**src/rtl/dtti_pkg.sv**
```systemverilog
`timescale 1ns / 1ps
// ---------------------------------------------------------------------------
// Decimal text to typed integer: shared definitions
// Character codes, target type codes and the range limit of each type.
// ---------------------------------------------------------------------------
package dtti_pkg;

   // ASCII codes that the parser recognises.
   localparam logic [7:0] CH_ZERO  = 8'h30;
   localparam logic [7:0] CH_NINE  = 8'h39;
   localparam logic [7:0] CH_MINUS = 8'h2D;
   localparam logic [7:0] CH_PLUS  = 8'h2B;

   // Target type codes carried on the terminator.
   localparam logic [2:0] NT_I8  = 3'd0;
   localparam logic [2:0] NT_U8  = 3'd1;
   localparam logic [2:0] NT_I16 = 3'd2;
   localparam logic [2:0] NT_U16 = 3'd3;
   localparam logic [2:0] NT_I32 = 3'd4;
   localparam logic [2:0] NT_U32 = 3'd5;
   localparam logic [2:0] NT_I64 = 3'd6;
   localparam logic [2:0] NT_U64 = 3'd7;

   typedef logic [63:0] word_type;

   // Largest unsigned magnitude that fits the width of the given type.
   function automatic word_type type_umax(input logic [2:0] num_type);
      word_type lim;
      case (num_type)
         NT_I8, NT_U8:   lim = 64'h0000_0000_0000_00FF;
         NT_I16, NT_U16: lim = 64'h0000_0000_0000_FFFF;
         NT_I32, NT_U32: lim = 64'h0000_0000_FFFF_FFFF;
         NT_I64, NT_U64: lim = 64'hFFFF_FFFF_FFFF_FFFF;
         default:        lim = 64'hFFFF_FFFF_FFFF_FFFF;
      endcase
      return lim;
   endfunction

endpackage

```
**src/rtl/decimal_text_to_typed_integer.sv**
```systemverilog
`timescale 1ns / 1ps
// ---------------------------------------------------------------------------
// Decimal text to typed integer
// Parses an ASCII decimal string, one character per transfer, into a
// range-checked 8/16/32/64-bit signed or unsigned value.
// ---------------------------------------------------------------------------
// Usage:
//   The req channel carries one character per transfer in req_tdata. A
//   transfer with req_tlast high is the terminator: its character is
//   ignored and req_tuser selects the target type (i8, u8, i16, u16, i32,
//   u32, i64, u64). One optional leading sign is allowed.
//   Only the terminator produces a result on the rsp channel: the typed bit
//   pattern in rsp_tdata (signed types sign-extended, zero on failure) and
//   the ok flag in rsp_tuser.
//   The terminator is held in the input register and its result is then
//   loaded into the result register, which drives rsp_tvalid. Throughput is
//   one character per cycle while no terminator waits for the result
//   register, set by the multiply-by-ten and carry check on the
//   accumulator, which is combinational.
//   Reset clears the accumulator and parser flags and empties both
//   registers. When the receiver stalls, characters keep flowing into the
//   accumulator; a terminator waits in the input register until the result
//   register is free, and req_tready is held low only while it waits.
// ---------------------------------------------------------------------------
module decimal_text_to_typed_integer (
   input  logic        clock,
   input  logic        reset,
   input  logic        req_tvalid,
   output logic        req_tready,
   input  logic [7:0]  req_tdata,   // [7:0] ch
   input  logic        req_tlast,   // end_of_text
   input  logic [2:0]  req_tuser,   // [2:0] num_type
   output logic        rsp_tvalid,
   input  logic        rsp_tready,
   output logic [63:0] rsp_tdata,   // [63:0] value
   output logic [0:0]  rsp_tuser    // [0] ok
);
   import dtti_pkg::*;

   // Input register.
   logic       s1_valid_ff, s1_valid_in;
   logic [7:0] s1_ch_ff;
   logic       s1_last_ff;
   logic [2:0] s1_type_ff;

   // Parser state.
   word_type accum_ff, accum_in;
   logic     neg_ff, neg_in;
   logic     first_ff, first_in;
   logic     saw_ff, saw_in;
   logic     fail_ff, fail_in;

   // Result register.
   logic     rsp_valid_ff, rsp_valid_in;
   word_type rsp_value_ff, rsp_value_in;
   logic     rsp_ok_ff, rsp_ok_in;

   logic        out_free;
   logic        s1_adv;
   logic        is_sign;
   logic        is_digit;
   logic [3:0]  digit;
   logic [67:0] prod;
   logic        ovf;
   word_type    umax;
   word_type    smax;
   logic        is_signed;
   logic        range_ok;
   logic        good;

   // Handshake: a character always advances, a terminator needs a free result slot.
   assign out_free    = !rsp_valid_ff || rsp_tready;
   assign s1_adv      = s1_valid_ff && (!s1_last_ff || out_free);
   assign req_tready  = !s1_valid_ff || s1_adv;
   assign s1_valid_in = req_tready ? req_tvalid : s1_valid_ff;

   always_ff @(posedge clock) begin
      if (reset) begin
         s1_valid_ff <= 1'b0;
      end else begin
         s1_valid_ff <= s1_valid_in;
      end
   end

   always_ff @(posedge clock) begin
      if (req_tvalid && req_tready) begin
         s1_ch_ff   <= req_tdata;
         s1_last_ff <= req_tlast;
         s1_type_ff <= req_tuser;
      end
   end

   // Character classification and accumulator times ten plus digit.
   assign is_sign  = first_ff && ((s1_ch_ff == CH_MINUS) || (s1_ch_ff == CH_PLUS));
   assign is_digit = s1_ch_ff inside {[CH_ZERO:CH_NINE]};
   assign digit    = s1_ch_ff[3:0];
   assign prod     = {1'b0, accum_ff, 3'b000} + {3'b000, accum_ff, 1'b0}
                     + {64'd0, digit};
   assign ovf      = |prod[67:64];

   // Next parser state.
   always_comb begin
      accum_in = accum_ff;
      neg_in   = neg_ff;
      first_in = first_ff;
      saw_in   = saw_ff;
      fail_in  = fail_ff;
      if (s1_adv) begin
         if (s1_last_ff) begin
            accum_in = '0;
            neg_in   = 1'b0;
            first_in = 1'b1;
            saw_in   = 1'b0;
            fail_in  = 1'b0;
         end else if (!fail_ff) begin
            first_in = 1'b0;
            if (is_sign) begin
               neg_in = (s1_ch_ff == CH_MINUS);
            end else if (!is_digit || ovf) begin
               fail_in = 1'b1;
            end else begin
               accum_in = prod[63:0];
               saw_in   = 1'b1;
            end
         end
      end
   end

   always_ff @(posedge clock) begin
      if (reset) begin
         accum_ff <= '0;
         neg_ff   <= 1'b0;
         first_ff <= 1'b1;
         saw_ff   <= 1'b0;
         fail_ff  <= 1'b0;
      end else begin
         accum_ff <= accum_in;
         neg_ff   <= neg_in;
         first_ff <= first_in;
         saw_ff   <= saw_in;
         fail_ff  <= fail_in;
      end
   end

   // Range check against the requested type on the terminator.
   assign umax      = type_umax(s1_type_ff);
   assign smax      = umax >> 1;
   assign is_signed = !s1_type_ff[0];

   always_comb begin
      if (is_signed) begin
         if (neg_ff) begin
            range_ok = (accum_ff <= smax + 64'd1);
         end else begin
            range_ok = (accum_ff <= smax);
         end
      end else begin
         range_ok = !neg_ff && (accum_ff <= umax);
      end
   end

   assign good = !fail_ff && saw_ff && range_ok;

   // Result register: loaded by a terminator, emptied by a transfer.
   always_comb begin
      rsp_valid_in = rsp_valid_ff;
      rsp_value_in = rsp_value_ff;
      rsp_ok_in    = rsp_ok_ff;
      if (s1_adv && s1_last_ff) begin
         rsp_valid_in = 1'b1;
         rsp_ok_in    = good;
         if (!good) begin
            rsp_value_in = '0;
         end else if (neg_ff) begin
            rsp_value_in = 64'd0 - accum_ff;
         end else begin
            rsp_value_in = accum_ff;
         end
      end else if (rsp_tready) begin
         rsp_valid_in = 1'b0;
      end
   end

   always_ff @(posedge clock) begin
      if (reset) begin
         rsp_valid_ff <= 1'b0;
      end else begin
         rsp_valid_ff <= rsp_valid_in;
      end
   end

   always_ff @(posedge clock) begin
      rsp_value_ff <= rsp_value_in;
      rsp_ok_ff    <= rsp_ok_in;
   end

   assign rsp_tvalid   = rsp_valid_ff;
   assign rsp_tdata    = rsp_value_ff;
   assign rsp_tuser[0] = rsp_ok_ff;

endmodule

```
**config.mk**
```make
export PLATFORM = sky130hd
export DESIGN_NAME = decimal_text_to_typed_integer
export DESIGN_NICKNAME = d
export VERILOG_FILES = /design/src/rtl/dtti_pkg.sv /design/src/rtl/decimal_text_to_typed_integer.sv
export SDC_FILE = /design/constraint.sdc
export NUM_CORES = 1
export LEC_CHECK = 0
export BUFFER_PORTS_ARGS = -buffer_cell sky130_fd_sc_hd__buf_2
export CORE_UTILIZATION = 57
export DETAILED_ROUTE_END_ITERATION = 7
export MAX_ROUTING_LAYER = met4
export PLACE_DENSITY = 0.76
export SETUP_SLACK_MARGIN = 0.3
export SKIP_LAST_GASP = 1
export SYNTH_ARGS = -nofsm -noshare
export SYNTH_HDL_FRONTEND = slang
export SYNTH_SLANG_ARGS = --single-unit
```
**constraint.sdc**
```tcl
create_clock -name clock -period 4.2 [get_ports clock]
set_input_delay 0.84 -clock clock [delete_from_list [all_inputs] [get_ports clock]]
set_output_delay 0.84 -clock clock [all_outputs]
set_load 0.03 [all_outputs]
```
==> metrics.md <==
| Metric | Value |
|---|---|
| Synth area leader | `ha_1` |
| Antenna cell count | `0` |
| Arrival time reported for the critical path endpoint | `4.25 ns` |
| Met3 routed WL | `2.94 mm` |
| Internal power | `2.49 mW` |
| Area of the die | `26,000 um2` |
| Outcome | `completed` |
| Required time of the worst setup path | `4.57 ns` |
| Worst-margin pin slew | `1.19 ns` |
| Starting density of the core | `58.7%` |
| Metal2 WL | `19.1 mm` |
| Maximum clock frequency | `258 MHz` |
| Overflow after GRT | `0` |
| Per-cell via count in the routed design | `6.35` |
| Post-route ant nets | `0` |
| Number of placed instances with taps included | `2,086` |
| Startpoint type of the worst setup path | `flop` |
| Highest Signal Layer | `met4` |
| Post-route DRC violation count | `0` |
| Clock tree root driver cell | `clkbuf_16` |
| Syn Inst Count | `1,686` |
| TritonCTS buffer count | `17` |
| Total wirelength of the detailed-routed design | `40.8 mm` |
| Global-route wire length before repair | `65.9 mm` |
| Total Negative Setup Slacks | `0 ns` |
| Routed metal-1 wirelength | `17.6 mm` |
| Sequential area share after synthesis | `26.1%` |
| Tot GR Track Use | `32.6%` |
| Power density over cell area | `206 nW/um2` |
| Final cell count without fillers | `2,142` |
| Count of routing violations after the opening detailed-route iteration | `1,142` |
| Number of library cell types mapped by synthesis | `67` |
| Critical Path End Type | `flop` |
| Area growth syn-to-layout | `15.4%` |
| Core area | `24,600 um2` |
| Height of the die | `161 um` |
| Worst hold path class | `flop to flop` |
| Count of final max-slew check failures | `0` |
| Clk network pwr share | `45.5%` |
| Maximum count of clock buffers along a single path | `2` |
| Boundary pin count | `83` |
| Highest ir drop seen on vdd | `0.241 mV` |
| Sequential share of power | `45.7%` |
| Crit-path max FO | `7` |
| Final number of setup-violating endpoints | `0` |
| Comb power frac | `8.8%` |
| Clock tree sinks | `150` |
| CTS tree | `done` |
| Worst skew pair latency | `0.45 ns` |
| Number of nets in the synthesized netlist | `1,946` |
| Switching power summed over all nets | `0.931 mW` |
| Clk pin slew, worst setup/hold paths | `0.07 ns` |
| Setup Skew | `0.0133 ns` |
| Die extent in x | `161 um` |
| Placer congestion estimate | `0.955` |
| Synth Warn # | `0` |
| Post-synthesis cell area | `14,400 um2` |
| Pre-CTS setup slack | `0.115 ns` |
| Pwr Total | `3.43 mW` |
| Switching share of power | `27.2%` |
| Mean routed wirelength per cell | `19.1 um` |
| Dominant cells by area after synthesis | `ha_1 21%, edfxtp_1 16%, dfxtp_1 10%, nand2_1 5.5%, a21oi_1 4.5%` |
| Max-capacitance violation count | `0` |
| Iteration count of the initial detailed-routing pass | `7` |
| Total half-perimeter wirelength after legalization and detailed placement | `30.4 mm` |
| Commonest register cell after synthesis | `edfxtp_1` |
| Maximum number of pins on one net before global-route repair | `68` |
| Total number of vias | `13,600` |
| Mean cell area of the mapped netlist | `8.56 um2` |
| Layout cell share with drive strength beyond 1 | `16.4%` |
| Buffers on Ports | `82` |
| Share of flip-flops with an asynchronous set or reset | `0%` |
| Final count of hold timing violations | `0` |
| Area share of the largest cell type after synthesis | `21.0%` |
| # rows | `57` |
| Number of flops mapped to enable cells by yosys | `77` |
| Leak Pwr | `7.88 nW` |
| Count of nets after finishing | `2,065` |
| Final worst setup slack | `0.321 ns` |
| Number of global-route vias before repair | `12,900` |
| Antenna violations before repair | `0` |
| Crit Path Class | `flop to flop` |
| Period utilisation layout | `92.4%` |
| Unrepaired setup endpoints after global routing | `yes` |
| H-Tree Level Count | `4` |
| Number of filler instances in the final layout | `2,022` |
| Period minus WS final | `3.88 ns` |
| Remaining max-slew budget at the tightest pin | `20.7%` |
| Number of storage elements in the synthesis netlist | `150` |
[flip-flops by register name, indices dropped and copies added, names as in the netlist, 3 cells and up]
signal,flops
accum_ff,64
s1_type_ff,3
s1_ch_ff,8
umax,3
rsp_tdata,64
[path summary, 6_finish.rpt]
check	start	to	slack, ns	depth (start not counted)
worst min register to register	first_ff$_SDFFE_PP1P_	first_ff$_SDFFE_PP1P_	0.48	2
worst min-delay path	first_ff$_SDFFE_PP1P_	first_ff$_SDFFE_PP1P_	0.48	2
worst max register to register	accum_ff[2]$_SDFFE_PP0P_	accum_ff[58]$_SDFFE_PP0P_	0.32	18
worst max-delay path	accum_ff[2]$_SDFFE_PP0P_	accum_ff[58]$_SDFFE_PP0P_	0.32	18
[cell families (layout without fill, tap and decap cells)]
family                     after synthesis  after routing  share of synthesized area, %
xor gates and xnor gates               116            116                          7.04
DFF                                    150            150                          26.1
and+or+nand+nor                        560            560                          19.0
AOI/OAI and AO/OA                      434            434                          19.2
adders and majority gates              244            244                          21.3
buffers and inverters                  122            254                          3.21
muxes                                   60             60                          4.17
[Yosys cell counts (12+ instances only)]
library cell / count
xor2_1: 70
nand2_1: 210
o21ai_0: 102
or4_1: 12
nand3_1: 22
o21a_1: 13
or3_1: 16
o41ai_1: 13
a21oi_1: 130
nor4_1: 15
clkbuf_1: 67
inv_1: 47
ha_1: 242
a21o_1: 58
o31ai_1: 19
mux2i_1: 59
dfxtp_1: 73
a31oi_1: 14
nor2b_1: 12
nand4_1: 48
edfxtp_1: 77
nor3_1: 81
nor2_1: 79
nand2b_1: 14
xnor2_1: 46
[worst max-delay path, cell delays in order (launching register included)]
cell	delay, ns
dfxtp_1	0.33
inv_1	0.06
fa_1	0.59
inv_1	0.10
ha_4	0.26
a211oi_4	0.21
o21ai_1	0.16
a32oi_1	0.21
o21ai_0	0.18
a21oi_1	0.27
nor3_1	0.11
nor3_2	0.26
nand3b_1	0.16
buf_6	0.16
o21ai_4	0.14
buf_12	0.16
buf_12	0.11
buf_16	0.13
mux2i_1	0.19
[stage by stage]
step | hold slack [ns] | util [%] | instance area (um2)
global route | 0.504 | 67.7 | 16600
CTS | 0.474 | 66.8 | 16400
floorplan | 0.440 | - | 14400
finish | 0.480 | 67.7 | 16600
detailed placement | 0.466 | 63.3 | 15600
global placement | 0.463 | 63.3 | 15600
[cell type report]
cell class                      count  area, um2  share of cell area [%]
Tap cell                          324        405                    2.44
Sequential cell                   150       3820                    22.9
Inverter                           48        188                    1.13
Clock buffer                       18        429                    2.58
Timing Repair Buffer              174       1250                    7.52
Clock inverter                     14        140                   0.842
Multi-Input combinational cell   1414      10400                    62.6
[cell usage in the layout, fill, tap and decap left out, types with 12 or more instances in the layout]
master / n
nand2_1: 208
o41ai_1: 12
nor2_1: 77
nand3_1: 22
edfxtp_1: 77
nand4_1: 48
o21a_1: 12
o21ai_0: 96
clkbuf_16: 17
nor2b_1: 12
buf_2: 82
ha_1: 239
mux2i_1: 59
dfxtp_2: 31
a21o_1: 58
nor4_1: 14
nand2b_1: 13
or3_1: 16
a21oi_1: 125
xnor2_1: 46
nor3_1: 79
buf_4: 80
o31ai_1: 18
inv_1: 44
a31oi_1: 13
xor2_1: 70
dfxtp_1: 41
[repair_timing]
item                       in CTS  in global routing
hold buffers                    0                  0
setup endpoints to repair      85                127
gates resized for setup        28                 58
gates cloned                    2                  0
setup buffers                  14                  8
pin swaps                      14                 17
[per-layer routing]
metal  vias to the layer above  GRT usage [%]
met3                       108           4.01
met1                      6356           42.5
met2                       571           52.4
met4                         0           11.1
met5                         -              -
li1                       6557              -
[power by group through the flow]
stage	sequential, mW	combinational [mW]	clock, mW
2_1_floorplan	1.61	0.173	0
3_3_place_gp	1.60	0.260	0
6_report	1.57	0.302	1.56
5_1_grt	1.57	0.331	1.62
3_5_place_dp	1.60	0.273	0
4_1_cts	1.56	0.295	1.55
Note: power is estimated with default switching activity, not from simulation.
